[src/sv/ray_box_slab_intersect_assert.svh]
// Assertion helpers shared by the ray/box intersection RTL.
`ifndef RAY_BOX_SLAB_INTERSECT_ASSERT_SVH
`define RAY_BOX_SLAB_INTERSECT_ASSERT_SVH

// Consequent must hold in the same cycle as the antecedent.
`define RBSI_ASSERT_NOW(label, clk, rst, ante, cons, msg) \
   label: assert property (@(posedge clk) disable iff (rst) (ante) |-> (cons)) else $error(msg);

// Consequent must hold in the cycle after the antecedent.
`define RBSI_ASSERT_NEXT(label, clk, rst, ante, cons, msg) \
   label: assert property (@(posedge clk) disable iff (rst) (ante) |=> (cons)) else $error(msg);

`endif

[src/sv/rbsi_pkg.sv]
`timescale 1ns / 1ps
package rbsi_pkg;

   // Default fraction bits of the fixed-point format.
   localparam int unsigned FRAC_BITS_DEF = 16;
   // Default depth of the queue between front and back.
   localparam int unsigned QUEUE_DEPTH_DEF = 4;
   // Direction magnitudes below this (raw units) use the clamp reciprocal.
   localparam logic [31:0] DIR_LIMIT = 32'd16;

   localparam logic signed [63:0] SAT_MAX = 64'sh0000_0000_7FFF_FFFF;
   localparam logic signed [63:0] SAT_MIN = -64'sh0000_0000_8000_0000;

   // Face codes of the result.
   localparam logic [2:0] FACE_NONE  = 3'd0;
   localparam logic [2:0] FACE_POS_Z = 3'd1;
   localparam logic [2:0] FACE_NEG_Z = 3'd2;
   localparam logic [2:0] FACE_POS_Y = 3'd3;
   localparam logic [2:0] FACE_NEG_Y = 3'd4;
   localparam logic [2:0] FACE_POS_X = 3'd5;
   localparam logic [2:0] FACE_NEG_X = 3'd6;

   // Configuration register indexes.
   typedef enum logic [2:0] {
      CSR_BOX_MAX_X     = 3'd0,
      CSR_BOX_MAX_Y     = 3'd1,
      CSR_BOX_MAX_Z     = 3'd2,
      CSR_BOX_MIN_X     = 3'd3,
      CSR_BOX_MIN_Y     = 3'd4,
      CSR_BOX_MIN_Z     = 3'd5,
      CSR_SNAP_MARGIN   = 3'd6,
      CSR_INV_DIR_CLAMP = 3'd7
   } csr_idx_type;

   typedef struct packed {
      logic signed [31:0] origin_x;
      logic signed [31:0] origin_y;
      logic signed [31:0] origin_z;
      logic signed [31:0] dir_x;
      logic signed [31:0] dir_y;
      logic signed [31:0] dir_z;
      logic signed [31:0] t_low;
      logic signed [31:0] t_high;
   } req_type;

   typedef struct packed {
      logic               hit;
      logic signed [31:0] hit_t;
      logic signed [31:0] point_x;
      logic signed [31:0] point_y;
      logic signed [31:0] point_z;
      logic [2:0]         face_code;
   } rsp_type;

   typedef struct packed {
      logic [2:0][31:0] box_max;
      logic [2:0][31:0] box_min;
      logic [30:0]      snap_margin;
      logic [31:0]      inv_dir_clamp;
   } cfg_type;

   // A classified request as it travels from front to back.
   typedef struct packed {
      logic [2:0][31:0] org;
      logic [2:0][31:0] dir;
      logic [2:0][31:0] off_hi;
      logic [2:0][31:0] off_lo;
      logic [2:0][31:0] dmag;
      logic [2:0]       dneg;
      logic [2:0]       dsmall;
      logic [31:0]      t_low;
      logic [31:0]      t_high;
   } work_type;

   // Saturate a signed 64-bit value to 32 bits.
   function automatic logic [31:0] sat32(input logic signed [63:0] v);
      logic [31:0] r;
      if (v > SAT_MAX) begin
         r = 32'h7FFF_FFFF;
      end else if (v < SAT_MIN) begin
         r = 32'h8000_0000;
      end else begin
         r = v[31:0];
      end
      return r;
   endfunction

endpackage

[src/sv/rbsi_front.sv]
`timescale 1ns / 1ps
module rbsi_front (
   input  logic                clock,
   input  logic                reset,
   input  rbsi_pkg::cfg_type   cfg,
   input  logic                req_valid,
   output logic                req_ready,
   input  rbsi_pkg::req_type   req_data,
   output logic                q_valid,
   input  logic                q_ready,
   output rbsi_pkg::work_type  q_data
);

   rbsi_pkg::req_type  req_ff, req_in;
   logic               req_v_ff, req_v_in;
   logic [2:0][31:0]   org;
   logic [2:0][31:0]   dir;

   // Offset from origin to a box plane, snapped to the margin when tiny.
   function automatic logic [31:0] snap_off(input logic [31:0] plane, input logic [31:0] o,
                                            input logic [30:0] margin);
      logic signed [32:0] off;
      logic [32:0]        mag;
      logic [31:0]        r;
      off = $signed({plane[31], plane}) - $signed({o[31], o});
      mag = off[32] ? 33'(-off) : off;
      if (mag < {2'b00, margin}) begin
         r = {1'b0, margin};
      end else begin
         r = rbsi_pkg::sat32({{31{off[32]}}, off});
      end
      return r;
   endfunction

   // The request register accepts whenever it is empty or drains into the queue.
   assign req_ready = !req_v_ff || q_ready;
   assign q_valid   = req_v_ff;

   always_comb begin
      req_in   = req_ff;
      req_v_in = req_v_ff;
      if (req_valid && req_ready) begin
         req_in   = req_data;
         req_v_in = 1'b1;
      end else if (q_ready) begin
         req_v_in = 1'b0;
      end
   end

   always_ff @(posedge clock) begin
      if (reset) begin
         req_v_ff <= 1'b0;
      end else begin
         req_v_ff <= req_v_in;
      end
   end

   always_ff @(posedge clock) begin
      req_ff <= req_in;
   end

   // Classification: snapped offsets, direction magnitude and tiny-direction flags.
   assign org = {req_ff.origin_z, req_ff.origin_y, req_ff.origin_x};
   assign dir = {req_ff.dir_z, req_ff.dir_y, req_ff.dir_x};

   always_comb begin
      q_data.org    = org;
      q_data.dir    = dir;
      q_data.t_low  = req_ff.t_low;
      q_data.t_high = req_ff.t_high;
      for (int i = 0; i < 3; i++) begin
         q_data.off_hi[i] = snap_off(cfg.box_max[i], org[i], cfg.snap_margin);
         q_data.off_lo[i] = snap_off(cfg.box_min[i], org[i], cfg.snap_margin);
         q_data.dneg[i]   = dir[i][31];
         q_data.dmag[i]   = dir[i][31] ? 32'(-dir[i]) : dir[i];
         q_data.dsmall[i] = q_data.dmag[i] < rbsi_pkg::DIR_LIMIT;
      end
   end

endmodule

[config.mk]
export PLATFORM = sky130hd
export DESIGN_NAME = rbsi_front
export DESIGN_NICKNAME = d
export VERILOG_FILES = /design/src/sv/ray_box_slab_intersect_assert.svh /design/src/sv/rbsi_pkg.sv /design/src/sv/rbsi_front.sv
export SDC_FILE = /design/constraint.sdc
export NUM_CORES = 1
export LEC_CHECK = 0
export ABC_AREA = 1
export BUFFER_PORTS_ARGS = -buffer_cell sky130_fd_sc_hd__buf_2
export CORE_AREA = 5 5 412 414
export DETAILED_ROUTE_END_ITERATION = 7
export DIE_AREA = 0 0 417 419
export PLACE_DENSITY = 0.45
export SLEW_MARGIN = 10
export SYNTH_ARGS = -nofsm -noshare
export SYNTH_HDL_FRONTEND = slang
export SYNTH_SLANG_ARGS = --single-unit
[constraint.sdc]
create_clock -name clock -period 14.8 [get_ports clock]
set_input_delay 0.74 -clock clock [delete_from_list [all_inputs] [get_ports clock]]
set_output_delay 0.74 -clock clock [all_outputs]
set_load 0.01 [all_outputs]
### Yosys cells after proc, flatten, opt, wreduce, memory -nomap -nowiden

Index checks and enable logic that the tools add are counted.

| storage, ports and cells | value |
|---|---|
| register bits after elaboration | 257 |
| output and inout bits | 552 |
| word-level logic and storage cells | 78 |

| operators by class | value |
|---|---|
| add/subtract/negate cells | 15 |
| $lt $le $gt $ge | 21 |
| mux-type cells | 29 |
| reductions and logical operators | 4 |

Operators with widths:

| cell | number |
|---|---|
| $mux W32 | 21 |
| $gt A33 B32 Y1 const B | 6 |
| $lt A33 B31 Y1 | 6 |
| $lt A33 B32 Y1 const B | 6 |
| $mux W33 | 6 |
| $neg A33 Y33 | 6 |
| $sub A32 B32 Y33 | 6 |
| $lt A32 B5 Y1 const B | 3 |
| $neg A32 Y32 | 3 |
| $mux W1 | 2 |
| $reduce_bool A2 Y1 | 1 |
| $logic_and A1 B1 Y1 | 1 |
| $logic_not A1 Y1 | 1 |
| $logic_or A1 B1 Y1 | 1 |

### Longest topological paths before layout

| logic depth | value |
|---|---|
| depth after elaboration | 5 |
| gate-level depth with buffers | 39 |
| depth with buffers taken out | 37 |

### Worst setup path after synthesis

OpenSTA, ideal clock, no wires.

| path | value |
|---|---|
| path type | in2reg |
| start | input req_valid |
| end | register req_ff, in the netlist q_data[0] (enable) |
| setup time | 0.958 ns |
| arrival | 13.058 ns |
| setup slack | 0.785 ns |
| stages on the path | 2 |
| path through | inv_1 -> a21oi_1 |

| on the way | value |
|---|---|
| longest elaborated chain between the ends | 1 |

Ends and longest elaborated chain:

| element | RTL line | RTL |
|---|---|---|
| start: declaration | rbsi_front.sv:6 | `input logic req_valid,` |
| $logic_and A1 B1 Y1 | rbsi_front.sv:42 | `if (req_valid && req_ready) begin` |
| end signal: assignment | rbsi_front.sv:59 | `req_ff <= req_in;` |
| end: declaration | rbsi_front.sv:14 | `rbsi_pkg::req_type req_ff, req_in;` |

Every way passes these cells.
A chain may end at the register's enable or synchronous reset.

==> Flow_metrics.wiki <==
{| class="wikitable"
! Metric !! Value
|-
| Number of input and output port buffers inserted || slightly above 1,000
|-
| Worst Path Arrival || 7.21 ns
|-
| Total half-perimeter wirelength after legalization and detailed placement || around 190,000 microns
|-
| Layout Skew || ~0.058 ns
|-
| Number of setup buffers added after CTS || 0
|-
| WL/cell || between 20 and 25 microns
|-
| Non-filler instance count after layout || 10,183
|-
| Most common flop cell mapped by yosys || edfxtp_1
|-
| Clock input transition at the sequential cells of the worst setup and hold paths || approximately 0.06 ns
|-
| RSZ-0062 raised after global routing || no
|-
| Number of synthesized flops with an enable pin || 256
|-
| Maximum clock frequency || 126 MHz
|-
| Crit Path Class || register to primary output
|-
| Most frequent cells in the layout || nand2_1, inv_1, buf_2, nor2_1, nand3_1
|-
| Part of the power in registers || 0.173
|-
| Cell leakage power || roughly 28 nW
|-
| Net switching fraction of the power || 0.538
|-
| Async set or reset register ratio after synthesis || 0
|-
| Routed Wire Length || around 230,000 microns
|-
| Post-synthesis average cell area || 5.83 sq um
|-
| Count of unique library cells instantiated by Yosys || 48
|-
| Most common cell after layout, fill and taps aside || nand2_1
|-
| Result of the run || completed
|-
| Maximum Capacitance Violations || 0
|-
| Length of the first detailed-routing pass in iterations || 6
|-
| Number of levels in the clock H-tree || 2
|-
| Count of warnings emitted by yosys || 0
|-
| Sequential element share of the synthesized area || 0.191
|-
| Residual antenna-violating net count after detailed routing || 0
|-
| Sequential cell area in the final layout || between 7000 and 8000 sq um
|-
| Global-route usage over all layers || 0.248
|-
| Filler cell count in the final layout || around 19,000
|-
| Detail-routed via count per cell || approximately 4.7
|-
| Crit path capture type || primary output
|-
| Number of instances in the synthesized netlist || around 6,900
|-
| I/O pin count || around 1,100
|-
| Largest net degree at the start of global routing || 138
|-
| Vertical die dimension || approximately 420 microns
|-
| Internal power || around 0.0024 W
|-
| CTS tree || built
|-
| Required @ worst endpoint || ~14 ns
|-
| Combinational fraction of design power || 0.651
|-
| Worst supply voltage drop on vdd || 0.0844 mV
|-
| Cell repeated most along the worst path || nand2_1
|-
| Multi-input gate area || roughly 28,000 sq um
|-
| Drt first-iter violations || approximately 3,400
|-
| Count of cells resized by post-cts repair || 0
|-
| Core box area || 166,000 sq um
|-
| Post-layout min period || between 7 and 8 ns
|-
| CP max-delay cell || inv_1
|-
| Area Growth Syn to Fin || 21.7%
|-
| Summed instance area of the synthesized netlist || 40,400 sq um
|-
| Routed via count || 47,864
|-
| Post-synthesis sequential element count || 257
|-
| Worst-Margin Slew || roughly 1.1 ns
|-
| Power share of the clock group || 0.176
|-
| Slew headroom || 0.234
|-
| Clock net sink count || between 200 and 300
|-
| Peak per-stage delay on the critical path || between 0.6 and 0.7 ns
|-
| Aggregate negative setup slack || 0 ns
|-
| Buffers from clock root to sink, at most || 3
|-
| Nets || 8,826
|-
| Layout cell share with drive strength beyond 1 || 0.157
|-
| Number of nets produced by synthesis || ~7,800
|-
| Net switching power of the design || 0.00278 W
|-
| Post-detailed-route DRC marker count || 0
|-
| Hold crit path type || primary input to register
|-
| Largest fanout of any net on the critical path || 31
|-
| Crit start category || register
|-
| Crit share post-route || 0.537
|-
| Placer Congestion || between 0.9 and 1
|-
| Vias in the first global route || around 47,000
|-
| Post-Place Cells || 10,083
|-
| Die X || approximately 420 microns
|-
| CTS Hold Bufs || 0
|-
| Pwr per Cell Area || ~100 nW/um^2
|-
| Final number of hold-violating endpoints || 0
|-
| Clock tree root buffer cell || clkbuf_16
|-
| Cell Rows || 150
|-
| Antenna violations before repair || between 90 and 100
|-
| Overflow left after global routing || 0
|-
| Wire length of the first global-routing pass || 318,000 microns
|-
| Max-slew violation total from the final report || 0
|-
| Inserted Clock Buffers || 37
|-
| Starting utilization of the core area || 0.244
|-
| Later-pin clock latency in the skew report || about 0.67 ns
|-
| Die Outline Area || ~170,000 sq um
|-
| Setup violators final || 0
|}
[cell type report]
class	count	area share
multi-input cells	5364	0.560
repair buffers	1075	0.112
inverters	1183	0.0902
clock buffers	43	0.0195
clock inverters	20	0.00430
flip-flops and latches	257	0.157
diodes	37	0.00188
well taps	2204	0.0560
[synthesized netlist by cell type, drive strengths merged (41+ instances only)]
cell type	count	area, sq um
a21oi	239	1210
buf	85	608
clkbuf	43	161
edfxtp	256	7690
ha	387	4840
inv	1181	4430
nand2	2755	10500
nand3	576	2950
nand3b	41	308
nand4	100	626
nor2	638	2490
nor3	103	526
o21ai	122	614
xnor2	50	453
xor2	230	2040
[routing by layer]
layer	share of wire	up-vias	global-route usage
li1	-	23779	-
met2	0.48	1564	0.435
met4	0.066	38	0.138
met1	0.39	22081	0.283
met3	0.063	402	0.0488
met5	0.0010	-	0
[through the flow]
step                hold WS, ns  setup WS, ns   util  total power, W  instance area, sq um
floorplan                 0.577         0.785      -         0.00300                 40400
global placement          0.520          7.21  0.289         0.00424                 47900
detailed placement        0.519          7.25  0.289         0.00427                 47900
CTS                       0.164          6.73  0.296         0.00523                 49100
global route              0.185          6.17  0.296         0.00558                 49200
finish                    0.229          6.85  0.297         0.00516                 49200
[state kept, by name, summed over array words and instances, names as in the netlist]
name     cells
q_data     256
q_valid      1
[power by group through the flow]
stage | clock network (W) | registers [W] | logic (W)
after floorplan | 0 | 0.000934 | 0.00207
after global placement | 0 | 0.000905 | 0.00334
after detailed placement | 0 | 0.000905 | 0.00337
after CTS | 0.000954 | 0.000891 | 0.00338
after global routing | 0.000976 | 0.000895 | 0.00371
final | 0.000909 | 0.000891 | 0.00336
[final timing paths]
path / startpoint / to / slack [ns] / cells after the start
worst max-delay path: q_data[518]$_DFFE_PP_ / q_data[341] / 6.85 / 34
worst min-delay path: reset / q_valid$_SDFFE_PP0P_ / 0.23 / 2
worst max register to register: q_valid$_SDFFE_PP0P_ / q_data[486]$_DFFE_PP_ / 11.73 / 3
worst min register to register: q_valid$_SDFFE_PP0P_ / q_valid$_SDFFE_PP0P_ / 0.54 / 2
[logic make-up (layout without fill, tap and decap cells)]
logic type	after synthesis	after routing	share of synthesized area
flops	257	257	0.191
buf+inv	1311	2321	0.129
other cells	0	37	0
xor+xnor	280	280	0.0617
simple gates	4250	4250	0.436
compound gates	441	441	0.0601
fa+ha+maj	393	393	0.123
[worst max-delay path: cells and delay by family, from the launching register on]
family	cells	cell delay, ns
simple gates	23	2.97
buf+inv	4	1.35
fa+ha+maj	3	0.99
flops	1	0.56
compound gates	3	0.48
xor+xnor	1	0.19
Note: power is estimated with default switching activity, not from simulation.
