## config.mk

```make
export PLATFORM = sky130hd
export DESIGN_NAME = rbsi_queue
export DESIGN_NICKNAME = d
export VERILOG_FILES = /design/src/sv/rbsi_pkg.sv /design/src/sv/rbsi_queue.sv
export VERILOG_INCLUDE_DIRS = /design/src /design/src/sv
export SDC_FILE = /design/constraint.sdc
export NUM_CORES = 1
export LEC_CHECK = 0
export BUFFER_PORTS_ARGS = -buffer_cell sky130_fd_sc_hd__buf_2
export CORE_MARGIN = 2
export CORE_UTILIZATION = 45
export CTS_CLUSTER_SIZE = 40
export DETAILED_ROUTE_END_ITERATION = 6
export HOLD_SLACK_MARGIN = 0.02
export SLEW_MARGIN = 30
export SYNTH_ARGS = -nofsm -noshare
export SYNTH_HDL_FRONTEND = slang
export SYNTH_SLANG_ARGS = --single-unit
```

## constraint.sdc

```tcl
create_clock -name clock -period 20.1 [get_ports clock]
set_input_delay 1.005 -clock clock [delete_from_list [all_inputs] [get_ports clock]]
set_output_delay 1.005 -clock clock [all_outputs]
set_load 0.02 [all_outputs]
```

## src/sv/ray_box_slab_intersect_assert.svh

```systemverilog
// Assertion helpers shared by the ray/box intersection RTL.
`ifndef RAY_BOX_SLAB_INTERSECT_ASSERT_SVH
`define RAY_BOX_SLAB_INTERSECT_ASSERT_SVH

// Consequent must hold in the same cycle as the antecedent.
`define RBSI_ASSERT_NOW(label, clk, rst, ante, cons, msg) \
   label: assert property (@(posedge clk) disable iff (rst) (ante) |-> (cons)) else $error(msg);

// Consequent must hold in the cycle after the antecedent.
`define RBSI_ASSERT_NEXT(label, clk, rst, ante, cons, msg) \
   label: assert property (@(posedge clk) disable iff (rst) (ante) |=> (cons)) else $error(msg);

`endif

```

## src/sv/rbsi_pkg.sv

```systemverilog
`timescale 1ns / 1ps
package rbsi_pkg;

   // Default fraction bits of the fixed-point format.
   localparam int unsigned FRAC_BITS_DEF = 16;
   // Default depth of the queue between front and back.
   localparam int unsigned QUEUE_DEPTH_DEF = 4;
   // Direction magnitudes below this (raw units) use the clamp reciprocal.
   localparam logic [31:0] DIR_LIMIT = 32'd16;

   localparam logic signed [63:0] SAT_MAX = 64'sh0000_0000_7FFF_FFFF;
   localparam logic signed [63:0] SAT_MIN = -64'sh0000_0000_8000_0000;

   // Face codes of the result.
   localparam logic [2:0] FACE_NONE  = 3'd0;
   localparam logic [2:0] FACE_POS_Z = 3'd1;
   localparam logic [2:0] FACE_NEG_Z = 3'd2;
   localparam logic [2:0] FACE_POS_Y = 3'd3;
   localparam logic [2:0] FACE_NEG_Y = 3'd4;
   localparam logic [2:0] FACE_POS_X = 3'd5;
   localparam logic [2:0] FACE_NEG_X = 3'd6;

   // Configuration register indexes.
   typedef enum logic [2:0] {
      CSR_BOX_MAX_X     = 3'd0,
      CSR_BOX_MAX_Y     = 3'd1,
      CSR_BOX_MAX_Z     = 3'd2,
      CSR_BOX_MIN_X     = 3'd3,
      CSR_BOX_MIN_Y     = 3'd4,
      CSR_BOX_MIN_Z     = 3'd5,
      CSR_SNAP_MARGIN   = 3'd6,
      CSR_INV_DIR_CLAMP = 3'd7
   } csr_idx_type;

   typedef struct packed {
      logic signed [31:0] origin_x;
      logic signed [31:0] origin_y;
      logic signed [31:0] origin_z;
      logic signed [31:0] dir_x;
      logic signed [31:0] dir_y;
      logic signed [31:0] dir_z;
      logic signed [31:0] t_low;
      logic signed [31:0] t_high;
   } req_type;

   typedef struct packed {
      logic               hit;
      logic signed [31:0] hit_t;
      logic signed [31:0] point_x;
      logic signed [31:0] point_y;
      logic signed [31:0] point_z;
      logic [2:0]         face_code;
   } rsp_type;

   typedef struct packed {
      logic [2:0][31:0] box_max;
      logic [2:0][31:0] box_min;
      logic [30:0]      snap_margin;
      logic [31:0]      inv_dir_clamp;
   } cfg_type;

   // A classified request as it travels from front to back.
   typedef struct packed {
      logic [2:0][31:0] org;
      logic [2:0][31:0] dir;
      logic [2:0][31:0] off_hi;
      logic [2:0][31:0] off_lo;
      logic [2:0][31:0] dmag;
      logic [2:0]       dneg;
      logic [2:0]       dsmall;
      logic [31:0]      t_low;
      logic [31:0]      t_high;
   } work_type;

   // Saturate a signed 64-bit value to 32 bits.
   function automatic logic [31:0] sat32(input logic signed [63:0] v);
      logic [31:0] r;
      if (v > SAT_MAX) begin
         r = 32'h7FFF_FFFF;
      end else if (v < SAT_MIN) begin
         r = 32'h8000_0000;
      end else begin
         r = v[31:0];
      end
      return r;
   endfunction

endpackage

```

## src/sv/rbsi_queue.sv

```systemverilog
`timescale 1ns / 1ps
`include "ray_box_slab_intersect_assert.svh"
module rbsi_queue #(
   parameter int unsigned DEPTH = rbsi_pkg::QUEUE_DEPTH_DEF
) (
   input  logic                clock,
   input  logic                reset,
   input  logic                in_valid,
   output logic                in_ready,
   input  rbsi_pkg::work_type  in_data,
   output logic                out_valid,
   input  logic                out_pop,
   output rbsi_pkg::work_type  out_data
);

   localparam int unsigned PW = (DEPTH > 1) ? $clog2(DEPTH) : 1;
   localparam int unsigned CW = $clog2(DEPTH + 1);

   rbsi_pkg::work_type  mem_ff [DEPTH];
   logic [PW-1:0]       wr_ptr_ff, wr_ptr_in;
   logic [PW-1:0]       rd_ptr_ff, rd_ptr_in;
   logic [CW-1:0]       cnt_ff, cnt_in;
   logic                push;
   logic                pop;

   assign in_ready  = cnt_ff != CW'(DEPTH);
   assign out_valid = cnt_ff != '0;
   assign out_data  = mem_ff[rd_ptr_ff];
   assign push      = in_valid && in_ready;
   assign pop       = out_pop && out_valid;

   // Pointer and fill count update.
   always_comb begin
      wr_ptr_in = wr_ptr_ff;
      rd_ptr_in = rd_ptr_ff;
      cnt_in    = cnt_ff;
      if (push) begin
         wr_ptr_in = (wr_ptr_ff == PW'(DEPTH - 1)) ? '0 : wr_ptr_ff + 1'b1;
      end
      if (pop) begin
         rd_ptr_in = (rd_ptr_ff == PW'(DEPTH - 1)) ? '0 : rd_ptr_ff + 1'b1;
      end
      if (push && !pop) begin
         cnt_in = cnt_ff + 1'b1;
      end else if (pop && !push) begin
         cnt_in = cnt_ff - 1'b1;
      end
   end

   always_ff @(posedge clock) begin
      if (reset) begin
         wr_ptr_ff <= '0;
         rd_ptr_ff <= '0;
         cnt_ff    <= '0;
      end else begin
         wr_ptr_ff <= wr_ptr_in;
         rd_ptr_ff <= rd_ptr_in;
         cnt_ff    <= cnt_in;
      end
   end

   always_ff @(posedge clock) begin
      if (push) begin
         mem_ff[wr_ptr_ff] <= in_data;
      end
   end

   // The fill count never passes the depth.
   `RBSI_ASSERT_NOW(a_cnt_bound, clock, reset, 1'b1, cnt_ff <= CW'(DEPTH), "queue count overflow")

   // A pop without a push lowers the count by one.
   `RBSI_ASSERT_NEXT(a_pop_dec, clock, reset, pop && !push, cnt_ff == $past(cnt_ff) - 1'b1, "queue pop lost")

endmodule

```

# ---- Yosys cells after proc, flatten, opt, wreduce, memory -nomap -nowiden
# Memory sizes are Yosys's and may differ from the RTL's. A register that Yosys moved wholly into a read port is not among the register bits.
# Index checks and enable logic that the tools add are counted.
dict set report totals {
  ramBits 2200
  out_inout_bits 552
  ff_bits 7
  mem_count 1
}
# memory depth width rd rd_ports_with_merged_regs wr line
set memory_table {}
lappend memory_table {mem_ff 4 550 1 1 1 rbsi_queue.sv:19} ;# rbsi_pkg::work_type mem_ff [DEPTH];
dict set report classes {
  reduce_logical 8
  eq_ne 3
  n_addsub 4
  mux 8
}
# operator count
set op_table {}
lappend op_table {{$mux W2} 4}
lappend op_table {{$mux W3} 2}
lappend op_table {{$add A2 B1 Y2 const B} 2}
lappend op_table {{$eq A2 B2 Y1 const B} 2}
lappend op_table {{$logic_and A1 B1 Y1} 4}
lappend op_table {{$add A3 B1 Y3 const B} 1}
lappend op_table {{$ne A3 B3 Y1 const B} 1}
lappend op_table {{$reduce_bool A3 Y1} 1}
lappend op_table {{$sub A3 B1 Y3 const B} 1}
lappend op_table {{$logic_not A1 Y1} 2}
lappend op_table {{$mux W1} 2}
lappend op_table {{$reduce_bool A2 Y1} 1}

# ---- Longest topological paths before layout
# Gate-level depths: netlist of the first run.
dict set report depth {
  depth_word 6
  depth_mapped 9
}

# ---- Worst setup path after synthesis of the first run
# OpenSTA, ideal clock, no wires.
dict set report synth_path {
  path_kind {in2reg}
  start {in in_valid}
  end {mem mem_ff[2][0] (netlist bit) (enable)}
  n_path_buf 0
  arrival_time_ns 13.511
  stages 1
  setup_slack_ns 5.597
  path_cell_list {and3_1}
}
dict set report synth_between {
  elab_chain_len 3
}
# item line
set synth_rtl {}
lappend synth_rtl {{from (decl)} rbsi_queue.sv:8} ;# input logic in_valid,
lappend synth_rtl {{$logic_and A1 B1 Y1} rbsi_queue.sv:29} ;# assign push = in_valid && in_ready;
lappend synth_rtl {{$mux W1} rbsi_queue.sv:63} ;# if (push) begin
lappend synth_rtl {{$mux W1 (not written as such)} rbsi_queue.sv:64} ;# mem_ff[wr_ptr_ff] <= in_data;
lappend synth_rtl {{to (decl)} rbsi_queue.sv:19}
# Every way passes these cells.

==> results of run 1 <==
## stage by stage
stage / cell area, um2 / util, % / hold slack, ps
floorplan: 79870 / - / 463.4
global placement: 87870 / 49.84 / 471.7
detailed placement: 87950 / 49.89 / 486.4
CTS: 94650 / 53.68 / 261.3
global route: 94800 / 53.77 / 291.8
finish: 94830 / 53.79 / 351.5
## how the worst min path moves through the flow
| stage | start | to | depth (start not counted) |
|---|---|---|---|
| finish | in_data[391] | mem_ff[1][391]$_DFFE_PP_ | 1 |
| global route | in_data[245] | mem_ff[0][245]$_DFFE_PP_ | 1 |
| CTS | in_data[391] | mem_ff[1][391]$_DFFE_PP_ | 1 |
| detailed placement | rd_ptr_ff[0]$_SDFFE_PP0P_ | register | 2 |
| global placement | rd_ptr_ff[0]$_SDFFE_PP0P_ | register | 2 |
| floorplan | rd_ptr_ff[0]$_SDFFE_PP0P_ | register | 2 |
## power groups by stage
| stage | clock [mW] | combinational, mW | sequential [mW] |
|---|---|---|---|
| global route | 4.07 | 2.88 | 5.72 |
| floorplan | 0 | 1.79 | 6.05 |
| finish | 3.81 | 2.74 | 5.68 |
| detailed placement | 0 | 2.78 | 5.79 |
| global placement | 0 | 2.77 | 5.77 |
| CTS | 3.90 | 2.79 | 5.69 |
## state kept, by name, summed over array words and instances, names as in the netlist, named ones only
register,flops
wr_ptr_ff,2
mem_ff,2200
cnt_ff,3
rd_ptr_ff,2
## final cells by class
type / count / area [um2]
Fill cell: 13420 / 81470
Sequential cell: 2209 / 66250
Multi-Input combinational cell: 584 / 12680
Timing Repair Buffer: 1161 / 6181
Clock buffer: 286 / 5731
Tap cell: 2340 / 2928
Clock inverter: 102 / 965.9
Antenna cell: 33 / 82.58
Inverter: 3 / 11.26
## cell usage in the layout (no fill, tap or decap), types with 2 or more instances in the layout
master      synthesis  final
inv_16              0      2
buf_12              0      9
nand2b_1            2      2
clkinv_2            0     22
buf_6              56     10
clkbuf_8            0      2
clkinv_16           0      7
buf_4               0     33
dfxtp_4             0      2
clkbuf_16           0    218
xor2_1              2      2
buf_2              56   1105
clkinv_8            0      2
inv_1               3      3
bufinv_16           0     11
diode_2             0     33
and3_4              0      4
a21oi_1             2      2
mux2i_1             3      3
clkinvlp_4          0      4
mux4_2            550    550
dfxtp_1             9      7
clkbuf_1            9     66
or3_1               3      3
inv_6               0      2
clkinv_1            0     52
buf_16              0      4
edfxtp_1         2200   2200
ha_1                6      6
nor2_1              3      3
## per-layer routing
metal / track usage, % / wire, um / vias up
met5: 0 / 433 / -
met4: 9.959 / 9964 / 66
met3: 6.270 / 14310 / 528
met2: 34.30 / 95980 / 1386
met1: 24.57 / 68670 / 19420
li1: - / - / 15360
## kinds of logic (layout without fill, tap and decap cells)
kind of cell | count (synthesis) | count (layout) | share of synthesized area (%)
AOI/OAI and AO/OA | 5 | 5 | 0.04386
xor gates and xnor gates | 2 | 2 | 0.02193
adders and majority gates | 7 | 7 | 0.1190
buffers and inverters | 127 | 1552 | 1.211
DFF | 2209 | 2209 | 82.93
muxes | 553 | 553 | 15.55
other | 0 | 33 | 0
and+or+nand+nor | 17 | 17 | 0.1237
## worst max-delay path, cell delays in order, from the launching register on
cell and delay, ps:
dfxtp_4 880, buf_4 770, buf_4 790, buf_6 630, buf_4 820, mux4_2 480, buf_2 200
==> results by group, run 1 <==
Logic synthesis
  – Top-count cell post-synth: edfxtp_1
  – Post-Syn Area: between 0.07 and 0.08 mm2
  – Top post-synthesis cells by count: edfxtp_1 (2200), mux4_2 (550), buf_2 (56), buf_6 (56)
  – Avg Inst Size Synth: ~27 um2
  – Area leader, netlist: edfxtp_1
  – Cells after Synth: 2920
  – Post-synth cell types: 25
  – Register area share after synthesis: 82.93%
  – Area share of the largest cell type after synthesis: around 83%
  – Ys flop type: edfxtp_1
  – Asr flop ratio synth: 0%
  – Seq cells post-synth: approximately 2200
  – Syn nets: 3481
  – Top cells by area, synth: edfxtp_1 (83%), mux4_2 (16%), buf_6 (0.79%), buf_2 (0.35%), dfxtp_1 (0.23%)
  – Number of synthesized flops with an enable pin: 2200
  – Ys Warns: 0

Pwr
  – Logic pwr share: 22.4%
  – Flop pwr share: 46.5%
  – Switching Fraction: 28.67%
  – P_int: ~8.7 mW
  – Psw: 3.507 mW
  – Static leakage: 31.19 nW
  – Clock share of power: a little under a third
  – Pwr Density: 129.0 mW/mm2
  – Max VDD drop: between 0.1 and 0.15 mV
  – Power Total: approximately 12 mW

STA
  – Final Cycle Share: between 30% and 40%
  – Slew headroom: roughly 31%
  – Setup TNS: 0 ps
  – Slew Limit Fails: 0
  – Time the worst path needs with I/O delays and setup: ~6700 ps
  – Final Skew: approximately 40 ps
  – Final hold viol count: 0
  – Setup violators final: 0
  – Worst-Margin Slew: 1031 ps
  – Worst Slack Setup Final: 13390 ps
  – Fmax: between 0.1 and 0.15 GHz
  – RSZ-0062 raised after global routing: no

Clock network
  – Max clock buf depth: 3
  – Clock sink count: 2209
  – Reg clk slew, reported paths: 60 ps
  – CTS HTree Levels: 4
  – Hold_buf cts: 0
  – Postcts setup bufs: 0
  – TritonCTS clock tree: yes
  – Total CTS buffers: 216
  – Root buffer cell: clkbuf_16
  – Worst-Skew Late Latency: about 870 ps
  – Post-CTS sizing: 0

Critical path
  – Setup crit end kind: output pin
  – CP required: 19090 ps
  – RR Endpoint: mem_ff[3][145]$_DFFE_PP_
  – Critical path class: register to output pin
  – Startpoint types: register
  – Worst EP arrival: 5700 ps
  – FF-to-FF Start: cnt_ff[0]$_SDFFE_PP0P_
  – CP endpoint: out_data[21]
  – R2R setup slack: ~15000 ps
  – FF-to-FF path depth: 7
  – CP Max Fanout: 61

Layout
  – Area delta synth->final: 18.73%
  – Share of cells above drive strength 1: around 46%
  – Nets: about 4700
  – Fin cells: 6718

Floorplanning
  – Die height: 425.3 um
  – Core area: 0.1763 mm2
  – Row count: 154
  – Die width: 425.3 um
  – Initial Util: 45.30%
  – DIE AREA: 0.1809 mm2
  – Top-Level Pins: 1106

Global routing
  – First-pass GRT wire length: ~270000 um
  – Grt ovf: 0
  – Initial antenna violation count: 136
  – GR Util All Layers: 20.62%
  – Vias in the first global route: around 38000
  – Largest net degree at the start of global routing: 144

Place
  – Routability cong.: 0.8069
  – Final HPWL DP: 124200 um
  – Count of buffers from port buffering: 1105
  – Placed instance count: 6294
  – Pre-CTS WS: 14260 ps

Detailed routing
  – Total detailed-routing wirelength: 189400 um
  – DR vias: 36750
  – DRT Pass-1 Iters: 6
  – Initial DRC Count: approximately 2900
  – Routed wire per std cell: between 20 and 30 um
  – DR DRC count: 0
  – Antenna Violating Nets Remaining: 0
  – Average via count per standard cell: approximately 5.5

Outcome
  – Status: completed

Job
  – Max cap viols: 0

Min path
  – Hold WC Path Type: input pin to register
No activity file was read; power rests on OpenSTA's default activity.
==> inputs of run 2 (changes only) <==
--- a/config.mk
+++ b/config.mk
@@ -12,6 +12,7 @@
 export CTS_CLUSTER_SIZE = 40
 export DETAILED_ROUTE_END_ITERATION = 6
 export HOLD_SLACK_MARGIN = 0.02
+export PLACE_DENSITY = 0.67
 export SLEW_MARGIN = 30
 export SYNTH_ARGS = -nofsm -noshare
 export SYNTH_HDL_FRONTEND = slang
==> constraint.sdc (replaced) <==
create_clock -name clock -period 5.8 [get_ports clock]
set_input_delay 0.29 -clock clock [delete_from_list [all_inputs] [get_ports clock]]
set_output_delay 0.29 -clock clock [all_outputs]
set_load 0.02 [all_outputs]
==> run 2 against run 1 <==
Largest cell class unchanged. Via count increased by 6.1%. Sequential share of layout area fell by 4.3 points. Clock-buffer cell count decreased by 24. Utilization grew 3.5 points. Highest routed layer unchanged.
==> results by group, run 2 (same netlist as run 1, synthesis figures left out) <==
Detailed routing
  – Met1 Routed Length: 68830 um
  – Initial DRC Count: 3192
  – Antenna Violating Nets Remaining: 0
  – Top sig layer: met5
  – DR vias: 39010
  – Routed wl met2: 95960 um
  – Met3 WL post-DR: 14160 um
  – Routed wire per std cell: approximately 26 um
  – Average via count per standard cell: between 5 and 6
  – DRT Pass-1 Iters: 5
  – DR DRC count: 0
  – Total detailed-routing wirelength: 188500 um

Clock network
  – Reg clk slew, reported paths: 60 ps
  – Max clock buf depth: 3
  – Root buffer cell: clkbuf_16
  – Post-CTS sizing: 0
  – TritonCTS clock tree: yes
  – CTS HTree Levels: 4
  – Postcts setup bufs: 0
  – Clock sink count: 2209
  – Worst-Skew Late Latency: roughly 850 ps
  – Total CTS buffers: 211

Pwr
  – Power Total: 43.50 mW
  – Max VDD drop: 0.3232 mV
  – Pwr Density: between 400 and 500 mW/mm2
  – Static leakage: 33.80 nW

Critical path
  – RR Endpoint: mem_ff[0][146]$_DFFE_PP_
  – CP Max Fanout: 42
  – Worst EP arrival: 3390 ps
  – Setup crit end kind: output pin
  – FF-to-FF Start: cnt_ff[0]$_SDFFE_PP0P_
  – CP required: 5510 ps
  – FF-to-FF path depth: 3
  – Critical path class: register to output pin
  – Startpoint types: register
  – R2R setup slack: 3070 ps
  – CP endpoint: out_data[312]

Floorplanning
  – Core area: between 0.15 and 0.2 mm2
  – Initial Util: between 40% and 50%
  – Die height: approximately 430 um
  – Top-Level Pins: ~1100
  – Row count: 154
  – DIE AREA: around 0.18 mm2
  – Die width: between 400 and 500 um

STA
  – Fmax: 0.2720 GHz
  – Final Skew: 41.72 ps
  – RSZ-0062 raised after global routing: no
  – Setup violators final: 0
  – Worst-Margin Slew: just over 900 ps
  – Final Cycle Share: ~63%
  – Slew headroom: just under 40%
  – Time the worst path needs with I/O delays and setup: 3676 ps
  – Final hold viol count: 0
  – Slew Limit Fails: 0

Global routing
  – Largest net degree at the start of global routing: 126
  – Vias in the first global route: 40970
  – Initial antenna violation count: slightly above 40
  – GR Util All Layers: 20.38%
  – First-pass GRT wire length: between 200000 and 300000 um
  – Grt ovf: 0

Layout
  – Nets: 5286
  – Commonest non-fill, non-tap cell in the layout: edfxtp_1
  – Most flop-heavy register: mem_ff
  – Most frequent cells in the layout: edfxtp_1 (2200), buf_2 (1105), dlygate4sd3_1 (553), mux4_2 (550), clkbuf_16 (214)
  – Share of cells above drive strength 1: between 40% and 50%
  – Area delta synth->final: 26.42%
  – Filler cells: approximately 13000
  – Max FFs per register: 2200
  – Top flop regs: mem_ff (2200), cnt_ff (3)
  – Final core utilization: 57.27%

Outcome
  – Status: completed

Min path
  – Worst Hold Launch: in_data[372]
  – Hold WC Path Type: input pin to register

Place
  – Final HPWL DP: 118400 um
  – Routability cong.: 0.8273
  – Count of buffers from port buffering: ~1100

Job
  – Max cap viols: 0
[run 2: worst min path at each step]
stage	to	slack [ps]	cells past startpoint
6_report	mem_ff[3][372]$_DFFE_PP_	180	2
5_1_grt	mem_ff[2][323]$_DFFE_PP_	150	2
4_1_cts	mem_ff[1][53]$_DFFE_PP_	110	2
3_5_place_dp	register	470	2
3_3_place_gp	register	470	2
2_1_floorplan	mem_ff[0][0]$_DFFE_PP_	390	0
[run 2: metrics by stage]
step                area (um2)  cells  hold slack, ps  setup slack [ps]  TNS [ps]
floorplan                79880   2920           388.9             -2196  -4831110
global placement         88230   6298           471.9              2928         0
detailed placement       88230   6298           473.6              2916         0
CTS                     100900   7248           110.6              1956         0
global route            101000   7278           152.5              1904         0
finish                  101000   7287           179.2              2124         0
[run 2: metal layers]
layer / up-vias / GRT usage, %
met3: 386 / 5.370
met2: 1587 / 33.76
met5: - / 0
li1: 16500 / -
met1: 20530 / 24.91
met4: 8 / 10.04
[run 2: final cells by class]
cell class	count	area (um2)	share of cell area [%]
well taps	2340	2928	2.899
inverters	3	11.26	0.01115
multi-input cells	584	12680	12.56
repair buffers	1716	11920	11.81
clock buffers	262	5555	5.502
diodes	38	95.09	0.09417
clock inverters	135	1533	1.518
flip-flops and latches	2209	66250	65.61
[run 2: where the power goes]
part | internal [mW] | switching, mW
Sequential | 19.3 | 0.380
Combinational | 3.77 | 6.09
Clock | 8.11 | 5.82
Total | 31.2 | 12.3
[run 2: critical path: stages, from the launching register on]
cell     delay [ps]
dfxtp_4         870
buf_12          340
buf_12          340
mux4_2          630
buf_2           210
[run 2: repair_timing]
item,CTS,global route
endpoints found under the hold margin,2209,0
setup endpoints to repair,0,0
hold buffers,553,0
